**config.mk**
```make
export PLATFORM = sky130hd
export DESIGN_NAME = long_delay_overflow_timer_unit
export DESIGN_NICKNAME = d
export VERILOG_FILES = /design/src/hdl/lodt_pkg.sv /design/src/hdl/long_delay_overflow_timer_unit.sv /design/src/hdl/lodt_div.sv
export SDC_FILE = /design/constraint.sdc
export NUM_CORES = 1
export LEC_CHECK = 0
export BUFFER_PORTS_ARGS = -buffer_cell sky130_fd_sc_hd__buf_2
export CELL_PAD_IN_SITES_DETAIL_PLACEMENT = 1
export CELL_PAD_IN_SITES_GLOBAL_PLACEMENT = 1
export CORE_MARGIN = 5
export CORE_UTILIZATION = 45
export DETAILED_ROUTE_END_ITERATION = 10
export PLACE_DENSITY = 0.78
export SLEW_MARGIN = 20
export SYNTH_ARGS = -nofsm -noshare
export SYNTH_HDL_FRONTEND = slang
export SYNTH_HIERARCHICAL = 1
export SYNTH_SLANG_ARGS = --single-unit
export TNS_END_PERCENT = 5
```
**constraint.sdc**
```tcl
create_clock -name clk_i -period 5.1 [get_ports clk_i]
set_clock_uncertainty 0.15 [all_clocks]
set_input_delay 0.765 -clock clk_i [delete_from_list [all_inputs] [get_ports clk_i]]
set_output_delay 0.765 -clock clk_i [all_outputs]
set_load 0.1 [all_outputs]
```
**src/hdl/lodt_pkg.sv**
```systemverilog
// Shared types, constants and widths for the long-delay overflow timer.
package lodt_pkg;

  localparam int unsigned COUNTER_BITS_DEF = 16;
  localparam int unsigned TICK_W           = 16;
  localparam int unsigned PERIOD_W         = 17;
  localparam int unsigned CFG_DATA_W       = 17;
  localparam int unsigned DELAY_W          = 23;
  localparam int unsigned COUNT_OUT_W      = 16;
  localparam int unsigned TARGET_W         = 32;
  localparam int unsigned NUM_W            = 33;
  localparam int unsigned DEN_W            = 17;
  localparam int unsigned DIV_CNT_W        = 6;
  localparam int unsigned MS_TO_US         = 1000;

  localparam logic [TICK_W-1:0]   TICK_TIME_RST = 16'd64;
  localparam logic [PERIOD_W-1:0] PERIOD_RST    = 17'd256;

  typedef enum logic [1:0] {
    OP_SET_DELAY = 2'd0,
    OP_START     = 2'd1,
    OP_STOP      = 2'd2,
    OP_TICK      = 2'd3
  } op_e;

  typedef enum logic [0:0] {
    CFG_TICK_TIME = 1'b0,
    CFG_PERIOD    = 1'b1
  } cfg_reg_e;

  typedef enum logic [1:0] {
    ST_IDLE,
    ST_LOAD,
    ST_DIV1,
    ST_DIV2
  } state_e;

  typedef struct packed {
    op_e                operation;
    logic [DELAY_W-1:0] wait_ms;
  } in_item_t;

  typedef struct packed {
    logic                   expired;
    logic [COUNT_OUT_W-1:0] counter_now;
    logic [TARGET_W-1:0]    target_now;
    logic                   is_running;
  } out_item_t;

  typedef struct packed {
    logic             start;
    logic [NUM_W-1:0] dividend;
    logic [DEN_W-1:0] divisor;
  } div_req_t;

  typedef struct packed {
    logic             done;
    logic [NUM_W-1:0] quotient;
    logic [DEN_W-1:0] remainder;
  } div_res_t;

endpackage

```
**src/hdl/long_delay_overflow_timer_unit.sv**
```systemverilog
// Long-delay timer: counter, overflow count and set-delay sequencer.
//
// Items arrive on a valid/ready input channel and each gives exactly one result
// item on a valid/ready output channel. For start, stop and tick items the
// result is registered at the accepting edge and shown in the next cycle, so
// ticks can follow back to back while the receiver keeps ready high.
// For a set-delay item the millisecond count is scaled by
// 1000 and then passed twice through one shared 33-step restoring divider,
// first by the tick length and then by the counter period. Input ready is low
// for the whole sequence. The remainder of the second division gives the preload
// value, and the quotient, rounded up, the overflow target.
// Ready also stays low while a result waits in the output register and the
// receiver stalls; nothing is dropped. Configuration writes (tick length,
// period) are taken at any edge with the write enable high and should only be
// made while no item is in progress.
// Reset clears the counter, overflow count, target and preload, stops the
// timer, and restores a tick length of 64 us and a period of 256 ticks.
module long_delay_overflow_timer_unit
  import lodt_pkg::*;
#(
  parameter int unsigned COUNTER_BITS = COUNTER_BITS_DEF
) (
  input  logic                  clk_i,
  input  logic                  rst_ni,
  input  logic                  in_valid_i,
  output logic                  in_ready_o,
  input  in_item_t              in_data_i,
  output logic                  out_valid_o,
  input  logic                  out_ready_i,
  output out_item_t             out_data_o,
  input  logic                  cfg_we_i,
  input  cfg_reg_e              cfg_idx_i,
  input  logic [CFG_DATA_W-1:0] cfg_data_i
);

  localparam int unsigned CB = COUNTER_BITS;
  localparam logic [CB:0] PER_MAX = (CB+1)'(1) << CB;

  state_e                state_q, state_d;
  logic [TICK_W-1:0]     tick_time_q, tick_time_d;
  logic [PERIOD_W-1:0]   period_q, period_d;
  logic [CB-1:0]         cnt_q, cnt_d;
  logic [TARGET_W-1:0]   ovf_q, ovf_d;
  logic [TARGET_W-1:0]   target_q, target_d;
  logic [CB-1:0]         reload_q, reload_d;
  logic                  running_q, running_d;
  logic [DELAY_W-1:0]    ms_q, ms_d;
  logic                  out_valid_q, out_valid_d;
  out_item_t             out_q, out_d;
  logic                  load_out;

  logic [TICK_W-1:0]     tt_eff;
  logic [CB:0]           per_eff;
  logic [CB:0]           cnt_inc;
  logic [TARGET_W-1:0]   ovf_inc;
  logic [TARGET_W+1:0]   tgt_sum;
  logic                  expired;
  logic                  in_acc;

  div_req_t              div_req;
  div_res_t              div_res;

  lodt_div u_div (
    .clk_i  (clk_i),
    .rst_ni (rst_ni),
    .req_i  (div_req),
    .res_o  (div_res)
  );

  always_comb begin
    tt_eff = (tick_time_q == '0) ? TICK_W'(1) : tick_time_q;
    if (period_q == '0) begin
      per_eff = (CB+1)'(1);
    end else if (period_q > PERIOD_W'(PER_MAX)) begin
      per_eff = PER_MAX;
    end else begin
      per_eff = period_q[CB:0];
    end
  end

  assign in_ready_o = (state_q == ST_IDLE) && (!out_valid_q || out_ready_i);
  assign in_acc     = in_valid_i && in_ready_o;
  assign cnt_inc    = {1'b0, cnt_q} + (CB+1)'(1);
  assign ovf_inc    = ovf_q + TARGET_W'(1);
  assign tgt_sum    = (TARGET_W+2)'(div_res.quotient)
                    + (TARGET_W+2)'(div_res.remainder != '0);

  always_comb begin
    state_d          = state_q;
    tick_time_d      = tick_time_q;
    period_d         = period_q;
    cnt_d            = cnt_q;
    ovf_d            = ovf_q;
    target_d         = target_q;
    reload_d         = reload_q;
    running_d        = running_q;
    ms_d             = ms_q;
    out_valid_d      = out_valid_q;
    load_out         = 1'b0;
    expired          = 1'b0;
    div_req.start    = 1'b0;
    div_req.dividend = NUM_W'(ms_q) * NUM_W'(MS_TO_US);
    div_req.divisor  = DEN_W'(tt_eff);

    if (out_valid_q && out_ready_i) begin
      out_valid_d = 1'b0;
    end

    if (cfg_we_i) begin
      unique case (cfg_idx_i)
        CFG_TICK_TIME: tick_time_d = cfg_data_i[TICK_W-1:0];
        CFG_PERIOD:    period_d    = cfg_data_i[PERIOD_W-1:0];
        default:       ;
      endcase
    end

    unique case (state_q)
      ST_IDLE: begin
        if (in_acc) begin
          unique case (in_data_i.operation)
            OP_SET_DELAY: begin
              ms_d    = in_data_i.wait_ms;
              state_d = ST_LOAD;
            end
            OP_START: begin
              running_d = 1'b1;
              load_out  = 1'b1;
            end
            OP_STOP: begin
              running_d = 1'b0;
              load_out  = 1'b1;
            end
            OP_TICK: begin
              load_out = 1'b1;
              if (running_q) begin
                if (cnt_inc >= per_eff) begin
                  cnt_d = '0;
                  ovf_d = ovf_inc;
                  if (target_q != '0 && ovf_inc == target_q) begin
                    ovf_d   = '0;
                    cnt_d   = reload_q;
                    expired = 1'b1;
                  end
                end else begin
                  cnt_d = cnt_inc[CB-1:0];
                end
              end
            end
            default: ;
          endcase
        end
      end
      ST_LOAD: begin
        div_req.start = 1'b1;
        state_d       = ST_DIV1;
      end
      ST_DIV1: begin
        if (div_res.done) begin
          // Tick count is ready: divide it by the counter period next.
          div_req.start    = 1'b1;
          div_req.dividend = div_res.quotient;
          div_req.divisor  = DEN_W'(per_eff);
          state_d          = ST_DIV2;
        end
      end
      ST_DIV2: begin
        if (div_res.done) begin
          if (tgt_sum > (TARGET_W+2)'({TARGET_W{1'b1}})) begin
            target_d = '1;
          end else begin
            target_d = tgt_sum[TARGET_W-1:0];
          end
          if (div_res.remainder == '0) begin
            reload_d = '0;
          end else begin
            reload_d = CB'(per_eff - div_res.remainder[CB:0]);
          end
          cnt_d    = reload_d;
          ovf_d    = '0;
          load_out = 1'b1;
          state_d  = ST_IDLE;
        end
      end
      default: state_d = ST_IDLE;
    endcase

    if (load_out) begin
      out_valid_d = 1'b1;
    end
    out_d.expired     = expired;
    out_d.counter_now = COUNT_OUT_W'(cnt_d);
    out_d.target_now  = target_d;
    out_d.is_running  = running_d;
  end

  always_ff @(posedge clk_i or negedge rst_ni) begin
    if (!rst_ni) begin
      state_q     <= ST_IDLE;
      tick_time_q <= TICK_TIME_RST;
      period_q    <= PERIOD_RST;
      cnt_q       <= '0;
      ovf_q       <= '0;
      target_q    <= '0;
      reload_q    <= '0;
      running_q   <= 1'b0;
      out_valid_q <= 1'b0;
    end else begin
      state_q     <= state_d;
      tick_time_q <= tick_time_d;
      period_q    <= period_d;
      cnt_q       <= cnt_d;
      ovf_q       <= ovf_d;
      target_q    <= target_d;
      reload_q    <= reload_d;
      running_q   <= running_d;
      out_valid_q <= out_valid_d;
    end
  end

  always_ff @(posedge clk_i) begin
    ms_q <= ms_d;
    if (load_out) begin
      out_q <= out_d;
    end
  end

  assign out_valid_o = out_valid_q;
  assign out_data_o  = out_q;

  // A set-delay item is only taken once the output slot is free, so its result
  // can always be written when the second division completes.
  a_slot_free_while_busy: assert property (@(posedge clk_i) disable iff (!rst_ni)
    state_q != ST_IDLE |-> !out_valid_q)
    else $error("output slot occupied during set-delay sequence");

  a_count_below_target: assert property (@(posedge clk_i) disable iff (!rst_ni)
    target_q != '0 |-> ovf_q < target_q)
    else $error("overflow count reached target without expiry");

  a_expiry_reloads: assert property (@(posedge clk_i) disable iff (!rst_ni)
    out_valid_o && out_data_o.expired |-> out_data_o.counter_now == COUNT_OUT_W'(reload_q))
    else $error("expiry item does not show the preload value");

  a_div_only_in_sequence: assert property (@(posedge clk_i) disable iff (!rst_ni)
    div_res.done |-> state_q == ST_DIV1 || state_q == ST_DIV2)
    else $error("divider finished outside the set-delay sequence");

endmodule

```
**src/hdl/lodt_div.sv**
```systemverilog
// Shared restoring divider, one quotient bit per cycle.
module lodt_div
  import lodt_pkg::*;
(
  input  logic     clk_i,
  input  logic     rst_ni,
  input  div_req_t req_i,
  output div_res_t res_o
);

  logic                 busy_q;
  logic                 done_q;
  logic [DIV_CNT_W-1:0] cnt_q;
  logic [NUM_W-1:0]     quot_q;
  logic [DEN_W-1:0]     rem_q;
  logic [DEN_W-1:0]     den_q;

  logic [DEN_W:0]       rem_sh;
  logic [DEN_W:0]       diff;
  logic                 fits;
  logic [DEN_W-1:0]     rem_d;

  // The dividend register shifts out its top bit while quotient bits shift in.
  always_comb begin
    rem_sh = {rem_q, quot_q[NUM_W-1]};
    diff   = rem_sh - {1'b0, den_q};
    fits   = ~diff[DEN_W];
    rem_d  = fits ? diff[DEN_W-1:0] : rem_sh[DEN_W-1:0];
  end

  always_ff @(posedge clk_i or negedge rst_ni) begin
    if (!rst_ni) begin
      busy_q <= 1'b0;
      done_q <= 1'b0;
      cnt_q  <= '0;
    end else begin
      done_q <= 1'b0;
      if (req_i.start) begin
        busy_q <= 1'b1;
        cnt_q  <= '0;
      end else if (busy_q) begin
        if (cnt_q == DIV_CNT_W'(NUM_W - 1)) begin
          busy_q <= 1'b0;
          done_q <= 1'b1;
        end
        cnt_q <= cnt_q + 1'b1;
      end
    end
  end

  always_ff @(posedge clk_i) begin
    if (req_i.start) begin
      quot_q <= req_i.dividend;
      rem_q  <= '0;
      den_q  <= req_i.divisor;
    end else if (busy_q) begin
      quot_q <= {quot_q[NUM_W-2:0], fits};
      rem_q  <= rem_d;
    end
  end

  assign res_o.done      = done_q;
  assign res_o.quotient  = quot_q;
  assign res_o.remainder = rem_q;

  a_no_start_while_busy: assert property (@(posedge clk_i) disable iff (!rst_ni)
    req_i.start |-> !busy_q)
    else $error("divider started while busy");

  a_done_after_busy: assert property (@(posedge clk_i) disable iff (!rst_ni)
    done_q |-> !busy_q && $past(busy_q))
    else $error("divider done without a finished division");

  a_rem_below_divisor: assert property (@(posedge clk_i) disable iff (!rst_ni)
    done_q && den_q != '0 |-> rem_q < den_q)
    else $error("divider remainder not below divisor");

endmodule

```
---- Word level (Yosys, flattened, before mapping) ----
Index checks and enable logic that the tools add are counted.
word-level totals
  bits in registers ....................... 281
  bits in latches ......................... 0
  RAM bits ................................ 0
  bits in read-only memories .............. 0
  bits of input ports ..................... 48
  memories ................................ 0
operators by class
  add/sub/neg operators ................... 6
  $mul .................................... 1
  divide/modulo/power cells ............... 0
  order comparisons ....................... 3
  eq/ne operators ......................... 16
  shift-type cells ........................ 0
  muxes and demuxes ....................... 50
  bitwise logic cells ..................... 2
  reduce and logical (&&, ||, !) cells .... 26
operators by type and width
  operator                                                                            number
  32-bit two-way mux                                                                  9
  16-bit two-way mux                                                                  8
  33-bit two-way mux                                                                  2
  32-bit case mux with 2 select lines                                                 1
  17-bit two-way mux                                                                  3
  51-bit two-way mux                                                                  1
  50-bit two-way mux                                                                  1
  33-bit by 1-bit adder with 34-bit output                                            1
  34-bit by 32-bit greater-than comparator with 1-bit output (second input constant)  1
  17-bit logical NOT                                                                  2
  32-bit by 1-bit adder with 32-bit output (second input constant)                    1
  32-bit == test                                                                      1
  16-bit case mux with 2 select lines                                                 1
  32-bit nonzero test                                                                 1
  23-bit by 7-bit multiplier with 30-bit output (second input constant)               1
  18-bit by 17-bit subtractor with 18-bit output                                      1
  16-bit by 1-bit adder with 17-bit output (second input constant)                    1
  17-bit greater-or-equal comparator                                                  1
  17-bit greater-than comparator (second input constant)                              1
  17-bit nonzero test                                                                 1
  16-bit logical NOT                                                                  1
  16-bit subtractor                                                                   1
  1-bit two-way mux                                                                   14
  6-bit two-way mux                                                                   2
  22 further kinds                                                                    47

---- Longest topological paths before layout ----
Gate-level depths: netlist of the first run.
  word-level depth ........................ 9
  depth in mapped cells ................... 19
  gate-level depth less buffers ........... 19

---- By module ----
The synthesis of the first run kept the hierarchy.
modules (own cells, without submodules)
  module                          times used  cells each  area an instance (sq um)  seq. area each (sq um)
  long_delay_overflow_timer_unit  1           1627        15665.0                   5522.8
  lodt_div                        1           341         3963.8                    2042.0

---- Least setup slack after synthesis of the first run ----
Ideal clock, no wire load.
  path kind ............................... register to register
  start point ............................. register ms_q[0]
  end point ............................... register u_div.quot_q[32] (data pin)
  setup time .............................. 260 ps
  data arrival time ....................... 4745 ps
  required time ........................... 4690 ps
  slack ................................... -54 ps
  stages on the path, launching flop included .. 18
  path buffers ............................ 0
  cell sequence ........................... edfxtp_1 fa_1 fa_1 inv_1 fa_1 fa_1 inv_1 ha_1 o21ai_0 o21ai_0 a31oi_1 a2111oi_0 nor2_1 o31ai_1 o41ai_1 xnor2_1 o21ai_0 mux2_2
RTL lines
  what                      line                                   text
  start: declaration        long_delay_overflow_timer_unit.sv:47   logic [DELAY_W-1:0] ms_q, ms_d;
  start signal: assignment  long_delay_overflow_timer_unit.sv:221  ms_q <= ms_d;
  end signal: assignment    lodt_div.sv:53                         quot_q <= req_i.dividend;
  end signal: assignment    lodt_div.sv:57                         quot_q <= {quot_q[NUM_W-2:0], fits};
  end: declaration          lodt_div.sv:14                         logic [NUM_W-1:0] quot_q;

==> metrics.csv, run 1 <==
stage,metric,value,unit
yosys,ys flop type,dfrtp_1,
critical_path,Worst setup EP type,register,
yosys,async set or reset register ratio after synthesis,0.5018,
grt,GRT Util Overall,0.2557,
route,via density per instance,5.906,
timing,RSZ-0062 raised after global routing,true,
timing,Slew Limit Fails,0,
critical_path,critical path type,register to register,
finish,final instance area,23060,um2
timing,fin crit period,5.540,ns
floorplan,die width,218.9,um
floorplan,core area,43080,um2
critical_path,startpoint types,register,
clock_network,H-tree Lvls,2,
floorplan,DIE AREA,47900,um2
yosys,"EDFF count, synth",123,
timing,final hold vios,0,
yosys,Synth Register Bits,281,
power,overall power consumption,0.01459,W
place,Cells after DPL,2694,
critical_path,Required @ worst endpoint,5.25,ns
finish,Filler cells,4771,
critical_path,FF-to-FF Start,ms_q[3],
clock_network,Clk Tree Root Cell,clkbuf_16,
yosys,synthesis warning total,6,
clock_network,CTS tree,done,
place,post-detail-place hpwl,44.40,mm
finish,fin cells,2766,
floorplan,Initial Util,0.4557,
critical_path,R2R Setup Slk,-0.44,ns
clock_network,Worst-Skew Late Latency,0.55,ns
critical_path,Worst path max stage delay,0.63,ns
run_status,outcome,"finished, violations left",
grt,initial antenna violation count,0,
place,"Cell Area, Placed",21450,um2
clock_network,Longest Clk Path Bufs,3,
finish,n_diodes,0,
yosys,Gate Count Post-Synth,1968,
yosys,sequential area share after synthesis,0.3854,
clock_network,hold buffer count at cts,0,
floorplan,Cell Rows,76,
timing,Slew headroom,0.2293,
critical_path,Critical path buffers and inverters,5,
yosys,synthesized net count,2229,
finish,final core occ,0.5353,
run,Max Cap Violations,0,
route,DR WL/cell,23.05,um
place,GP Congestion,0.8904,
power,VDD IR max,315.9,uV
critical_path,Worst Path Max Fanout,4,
finish,layout cells sized above 1,0.2022,
critical_path,CP max stage cell,fa_1,
yosys,Yosys cell types,85,
floorplan,Die Ht,218.9,um
critical_path,cell family with most CP delay,adder cells,
clock_network,Num Clock Sinks,281,
route,Starting DRT DRC Count,1166,
critical_path,CP Cell Sequence,inv_1 -> buf_4 -> fa_1 -> fa_2 -> fa_1 -> fa_1 -> inv_2 -> ha_4 -> nor3_4 -> o21ai_2 -> a31oi_4 -> buf_6 -> buf_4 -> a21oi_4 -> a21o_1 -> a21oi_1 -> xor2_1 -> o21ai_1 -> mux2_2,
grt,vias in the first global route,17580,
timing,fin worst setup slack,-0.4396,ns
critical_path,CP dominant cell by count,fa_1,
power,Lkg Pwr,10.15,nW
critical_path,FF-to-FF End,u_div/quot_q[20],
yosys,synthesized cell area,19630,um2
hold_path,path type of the worst min-delay path,primary input to asynchronous set/reset pin,
route,router iterations before antenna repair,5,
route,vias,16340,
route,Total Wirelength,63.75,mm
timing,achievable clock frequency,180.5,MHz
critical_path,Reg2Reg Depth,19,
route,# DRC,0,
grt,largest net degree at the start of global routing,105,
critical_path,"Arr. time, crit path",5.69,ns
timing,Hold WS,0.2058,ns
finish,Nets,2416,
clock_network,TritonCTS buffer count,35,
yosys,Synth Area per Inst,9.974,um2
timing,setup violators final,17,
route,"antenna viol nets, final",0,
power,PD cells,632.5,nW/um2
place,port bufs,99,
grt,grt ovf,0,
timing,Worst Tran Pin Value,1.152,ns
run_status,failing checks,negative setup slack,
finish,area grow syn2layout,17.48,%
timing,fin crit share,1.086,
clock_network,CTS clock-pin slew for the worst setup and hold paths,0.06,ns
grt,first-pass GRT wire length,97.83,mm
floorplan,number of top-level pins,100,
==> what timing repair did <==
action,4_1_cts,5_1_grt
buffers inserted,6,3
gates resized for setup,57,45
setup endpoints to repair,15,17
pin swaps,33,32
==> logic make-up (layout without fill, tap and decap cells) <==
logic type	count (synthesis)	count (layout)	share of synthesized area
and+or+nand+nor	546	546	0.1384
muxes	81	81	0.04551
xor gates and xnor gates	142	142	0.06336
AOI/OAI and AO/OA	440	440	0.1457
buffers and inverters	265	478	0.05367
DFF	281	281	0.3854
adders and majority gates	213	213	0.1679
==> stage by stage <==
step                setup slack (ns)  setup TNS [ns]
global placement             -0.4133          -1.644
detailed placement           -0.5289          -3.309
CTS                         -0.04209         -0.1575
floorplan                    0.02312               0
finish                       -0.4396          -3.861
global route                 -0.5611          -5.604
==> placed cells by master (no fill, tap or decap), types with 15 or more instances in the layout <==
| cell type | n |
|---|---|
| a211oi_1 | 22 |
| a21o_1 | 42 |
| a21oi_1 | 99 |
| a22o_1 | 25 |
| and3_1 | 25 |
| buf_2 | 98 |
| buf_4 | 120 |
| clkbuf_16 | 37 |
| dfrtp_1 | 139 |
| dfxtp_1 | 17 |
| edfxtp_1 | 123 |
| fa_1 | 81 |
| ha_1 | 117 |
| inv_1 | 174 |
| inv_2 | 16 |
| mux2_2 | 64 |
| mux2i_1 | 15 |
| nand2_1 | 155 |
| nand3_1 | 51 |
| nand4_1 | 33 |
| nor2_1 | 126 |
| nor3_1 | 27 |
| nor4_1 | 35 |
| o21a_1 | 15 |
| o21ai_0 | 98 |
| xnor2_1 | 75 |
| xor2_1 | 65 |
==> report_power, final <==
part | internal [W] | switching (W) | leakage [nW]
combinational | 0.00342 | 0.00520 | 6.43
sequential | 0.00297 | 0.000520 | 3.19
clock | 0.00143 | 0.00104 | 0.537
==> how the worst max path moves through the flow <==
stage,depth (start not counted),start,slack (ns),to
6_report,19,ms_q[3],-0.44,u_div/quot_q[20]
5_1_grt,19,ms_q[3],-0.56,u_div/quot_q[20]
4_1_cts,21,ms_q[2],-0.04,u_div/quot_q[22]
3_5_place_dp,18,ms_q[0],-0.53,u_div/quot_q[32]
3_3_place_gp,18,ms_q[0],-0.41,u_div/quot_q[32]
2_1_floorplan,17,ms_q[0],0.02,u_div/quot_q[32]
==> sequential cells by signal, indices dropped and copies added (netlist names), 2 cells and up <==
signal,flops
out_data_o,50
u_div/quot_q,33
ovf_q,32
target_q,32
ms_q,23
period_q,17
u_div/den_q,17
u_div/rem_q,17
cnt_q,16
reload_q,16
tick_time_q,16
u_div/cnt_q,6
state_q,2
==> cell type report <==
type                    count  area, um2  share of cell area
inverters                 192      723.2             0.03136
multi-input cells        1422      11460              0.4970
repair buffers            223       1468             0.06364
well taps                 585      732.0             0.03174
clock buffers              48      997.2             0.04324
flip-flops and latches    281       7565              0.3280
clock inverters            15      113.9            0.004937
==> per-layer routing <==
| metal | track usage | up-vias | share of wire |
|---|---|---|---|
| li1 | - | 7392 | - |
| met1 | 0.3276 | 8309 | 0.42 |
| met2 | 0.4423 | 460 | 0.49 |
| met3 | 0.03380 | 175 | 0.046 |
| met4 | 0.09776 | 0 | 0.045 |
| met5 | 0 | - | 0 |
==> Yosys cell counts, types with 17 or more instances <==
| library cell | instances | area share |
|---|---|---|
| xnor2_1 | 77 | 0.034 |
| a21o_1 | 42 | 0.016 |
| a22o_1 | 25 | 0.011 |
| a21oi_1 | 109 | 0.028 |
| ha_1 | 129 | 0.082 |
| and3_1 | 26 | 0.0083 |
| nand3_1 | 51 | 0.013 |
| nand4_1 | 33 | 0.011 |
| clkbuf_1 | 54 | 0.010 |
| dfxtp_1 | 17 | 0.017 |
| inv_1 | 191 | 0.037 |
| fa_1 | 84 | 0.086 |
| nor3_1 | 30 | 0.0076 |
| nor2_1 | 129 | 0.025 |
| a211oi_1 | 24 | 0.0092 |
| xor2_1 | 65 | 0.029 |
| nor4_1 | 35 | 0.011 |
| o21ai_0 | 109 | 0.028 |
| edfxtp_1 | 123 | 0.19 |
| nand2_1 | 158 | 0.030 |
| mux2_2 | 66 | 0.038 |
| dfrtp_1 | 139 | 0.18 |
Power figures use the tool's default switching activity.
==> run 2, diff against run 1 <==
--- a/config.mk
+++ b/config.mk
@@ -15,6 +15,5 @@
 export SLEW_MARGIN = 20
 export SYNTH_ARGS = -nofsm -noshare
 export SYNTH_HDL_FRONTEND = slang
-export SYNTH_HIERARCHICAL = 1
 export SYNTH_SLANG_ARGS = --single-unit
 export TNS_END_PERCENT = 5
==> run 2 against run 1 <==
The flow still finishes with violations (negative setup slack). Utilization shrank 0.92 points. Clock power grew 8.1%. Total power shrank 6.8%. Sequential power shrank 3%.
==> metrics.csv, run 2 <==
stage,metric,value,unit,change
run_status,outcome,"finished, violations left",,
run_status,failing checks,negative setup slack,,
floorplan,Die Ht,217.4,um,-0.67%
power,Internal,0.007572,W,-3.2%
yosys,Synth Area in Compound Gates,0.1417,,-0.004023
timing,final hold vios,0,,unchanged
run,Max Cap Violations,0,,unchanged
timing,Fin Setup TNS,-0.3138,ns,+3.547 ns
critical_path,Reg2Reg Depth,18,,-1
yosys,xor/xnor cell area share of the yosys netlist,0.06335,,about the same
hold_path,path type of the worst min-delay path,primary input to asynchronous set/reset pin,,
timing,fin crit period,5.246,ns,-0.2931 ns
yosys,ys flop type,dfrtp_1,,
finish,most frequent cells in the layout,"inv_1, nand2_1, o21ai_0",,
power,Reg power frac,0.250,,+0.011
route,DR WL/cell,20.82,um,-9.7%
grt,grt ovf,0,,unchanged
clock_network,Worst-Skew Late Latency,0.57,ns,+0.02 ns
finish,area grow syn2layout,16.32,%,
timing,fin crit share,1.029,,-0.05747
yosys,commonest cells in the netlist,"inv_1, nand2_1, o21ai_0, dfrtp_1, ha_1",,
power,VDD IR max,331.5,uV,+4.9%
critical_path,critical path type,register to register,,
critical_path,Worst Path Max Fanout,4,,unchanged
route,via density per instance,5.715,,-3.2%
yosys,most common cell in the netlist,inv_1,,
floorplan,Cell Rows,76,,unchanged
route,vias,15340,,-6.1%
yosys,synthesis warning total,0,,-6
power,Psw,0.006015,W,-11%
finish,final core occ,0.5262,,-0.009179
yosys,"top cells by area, synth","edfxtp_1, dfrtp_1, fa_1",,
route,Total Wirelength,55.87,mm,-12%
clock_network,H-tree Lvls,2,,unchanged
power,combinational power share,0.554,,-0.038
yosys,"EDFF count, synth",123,,unchanged
yosys,Synth Area per Inst,9.876,um2,-0.99%
place,post-detail-place hpwl,41.41,mm,-6.7%
timing,setup violators final,5,,-12
timing,Slew headroom,0.3181,,+0.08883
timing,fin worst setup slack,-0.1465,ns,+0.2931 ns
grt,initial antenna violation count,0,,unchanged
clock_network,CTS tree,done,,
finish,layout cells sized above 1,0.1777,,-0.02446
finish,"most common cell after layout, fill and taps aside",inv_1,,
clock_network,hold buffer count at cts,0,,unchanged
grt,vias in the first global route,16440,,-6.5%
yosys,post-synthesis mux area share,0.02857,,-0.01694
critical_path,FF-to-FF End,u_div.quot_q[29],,
yosys,synthesized net count,2220,,-0.40%
critical_path,Worst Setup EP,u_div.quot_q[29],,
yosys,sequential area share after synthesis,0.3908,,+0.005431
floorplan,die width,217.4,um,-0.67%
grt,largest net degree at the start of global routing,69,,-34%
yosys,Synth Register Bits,281,,unchanged
timing,achievable clock frequency,190.6,MHz,+5.6%
critical_path,startpoint types,register,,
clock_network,Clk Tree Root Cell,clkbuf_16,,
power,PD cells,603.4,nW/um2,-4.6%
finish,n_diodes,0,,unchanged
yosys,Yosys cell types,83,,-2.4%
critical_path,Worst setup EP type,register,,
power,Clk pwr share,0.197,,+0.028
finish,Filler cells,4778,,+0.15%
critical_path,"Arr. time, crit path",5.39,ns,-0.30 ns
yosys,post-synth top area cell,edfxtp_1,,
clock_network,Longest Clk Path Bufs,3,,unchanged
route,"antenna viol nets, final",0,,unchanged
floorplan,core area,42790,um2,-0.66%
critical_path,FF-to-FF Start,ms_q[6],,
place,port bufs,99,,unchanged
yosys,Adder-Cell Fraction of Synth Area,0.1696,,+0.001720
grt,GRT Util Overall,0.2312,,-0.02445
clock_network,TritonCTS buffer count,35,,unchanged
yosys,top cell type's share of synthesized area,0.1908,,+0.002652
timing,Slew Limit Fails,0,,unchanged
route,# DRC,0,,unchanged
yosys,Gate Count Post-Synth,1960,,-0.41%
critical_path,Required @ worst endpoint,5.24,ns,about the same
clock_network,Num Clock Sinks,281,,unchanged
finish,max reg flops,50,,unchanged
timing,RSZ-0062 raised after global routing,true,,
floorplan,number of top-level pins,100,,unchanged
floorplan,Initial Util,0.4523,,-0.003336
critical_path,R2R Setup Slk,-0.15,ns,+0.29 ns
yosys,largest family of logic cells by synthesized area,adder cells,,
finish,Nets,2372,,-1.8%
grt,first-pass GRT wire length,89.02,mm,-9.0%
power,overall power consumption,0.01359,W,-6.8%
timing,Worst Tran Pin Value,1.021,ns,-0.1314 ns
critical_path,critical path startpoint,ms_q[6],,
floorplan,DIE AREA,47260,um2,-1.3%
route,router iterations before antenna repair,5,,unchanged
yosys,synthesized cell area,19360,um2,-1.4%
place,GP Congestion,0.9020,,+1.3%
power,Sw Share,0.4427,,-0.02103
power,Lkg Pwr,9.964,nW,-1.9%
route,Starting DRT DRC Count,1079,,-7.5%
timing,Hold WS,0.05231,ns,-0.1535 ns
yosys,async set or reset register ratio after synthesis,0.5018,,unchanged
yosys,simple-gate area share of the yosys netlist,0.1498,,+0.01139
clock_network,CTS clock-pin slew for the worst setup and hold paths,0.06,ns,about the same
## run 2: cell count changes after synthesis, moves of 13 or more
cell and delta:
a211oi_1 -13, nand2_1 +20, xor2_1 -20, o21ai_0 +43, xnor2_1 +18, a21o_1 -20, mux2_2 -32, a21oi_1 -33
## run 2: power groups by stage
stage | registers (W) | clock network (W) | logic (W)
after detailed placement | 0.00343 | 0 | 0.00668
after CTS | 0.00339 | 0.00272 | 0.00694
after floorplan | 0.00375 | 0 | 0.00443
after global placement | 0.00339 | 0 | 0.00638
after global routing | 0.00345 | 0.00282 | 0.00818
final | 0.00339 | 0.00267 | 0.00752
## run 2: cell families (layout without fill, tap and decap cells)
group | after synthesis | count (layout)
AOI/OAI and AO/OA | 423 | 423
xor gates and xnor gates | 140 | 140
adders and majority gates | 212 | 212
buffers and inverters | 282 | 460
DFF | 281 | 281
muxes | 51 | 51
and+or+nand+nor | 571 | 571
## run 2: worst min path at each step
stage	endpoint	slack (ns)	cells past startpoint	from
CTS	ovf_q[1]	0.06	1	rst_ni
floorplan	reload_q[1]	0.29	2	reload_q[1]
global placement	reload_q[9]	0.31	2	reload_q[9]
global route	ovf_q[2]	0.09	1	rst_ni
finish	target_q[0]	0.05	1	rst_ni
detailed placement	reload_q[1]	0.32	2	reload_q[1]
## run 2: what timing repair did
action / 4_1_cts / 5_1_grt
endpoints found under the setup margin: 7 / 13
gates resized for setup: 28 / 44
pin swaps: 18 / 45
buffers inserted: 8 / 15
## run 2: routing by layer
metal / GRT usage / vias to the layer above / wire length [um] / share of wire
met5: 0 / - / 0 / 0
met4: 0.06509 / 0 / 1690 / 0.030
met3: 0.03631 / 105 / 2539 / 0.045
met2: 0.3853 / 384 / 26700 / 0.48
met1: 0.3157 / 7665 / 24940 / 0.45
li1: - / 7184 / - / -
## run 2: area by class of cell
cell class / instances / area (um2) / area share
Clock inverter: 19 / 244.0 / 0.01084
Tap cell: 546 / 683.2 / 0.03034
Timing Repair Buffer: 195 / 1226 / 0.05446
Sequential cell: 281 / 7565 / 0.3360
Clock buffer: 44 / 992.2 / 0.04407
Multi-Input combinational cell: 1397 / 11040 / 0.4905
Inverter: 202 / 760.7 / 0.03379
## run 2: stage by stage
step | instance area, um2 | setup slack [ns] | cells
floorplan | 19360 | 0.07514 | 1960
global placement | 20810 | -0.02501 | 2599
detailed placement | 20810 | -0.2493 | 2599
CTS | 22180 | -0.01217 | 2670
global route | 22520 | -0.2673 | 2684
finish | 22520 | -0.1465 | 2684
## run 2: worst max-delay path, stage by stage, from the launching register on
cell,delay [ns]
edfxtp_1,0.40
inv_2,0.13
buf_4,0.12
fa_1,0.43
fa_1,0.51
fa_1,0.42
fa_1,0.49
inv_1,0.05
ha_1,0.32
and4_4,0.19
and3_4,0.19
a41oi_4,0.22
a311oi_2,0.14
o41ai_2,0.46
nor2b_1,0.15
o21a_1,0.22
nor2_2,0.13
xnor2_1,0.09
a22o_1,0.18
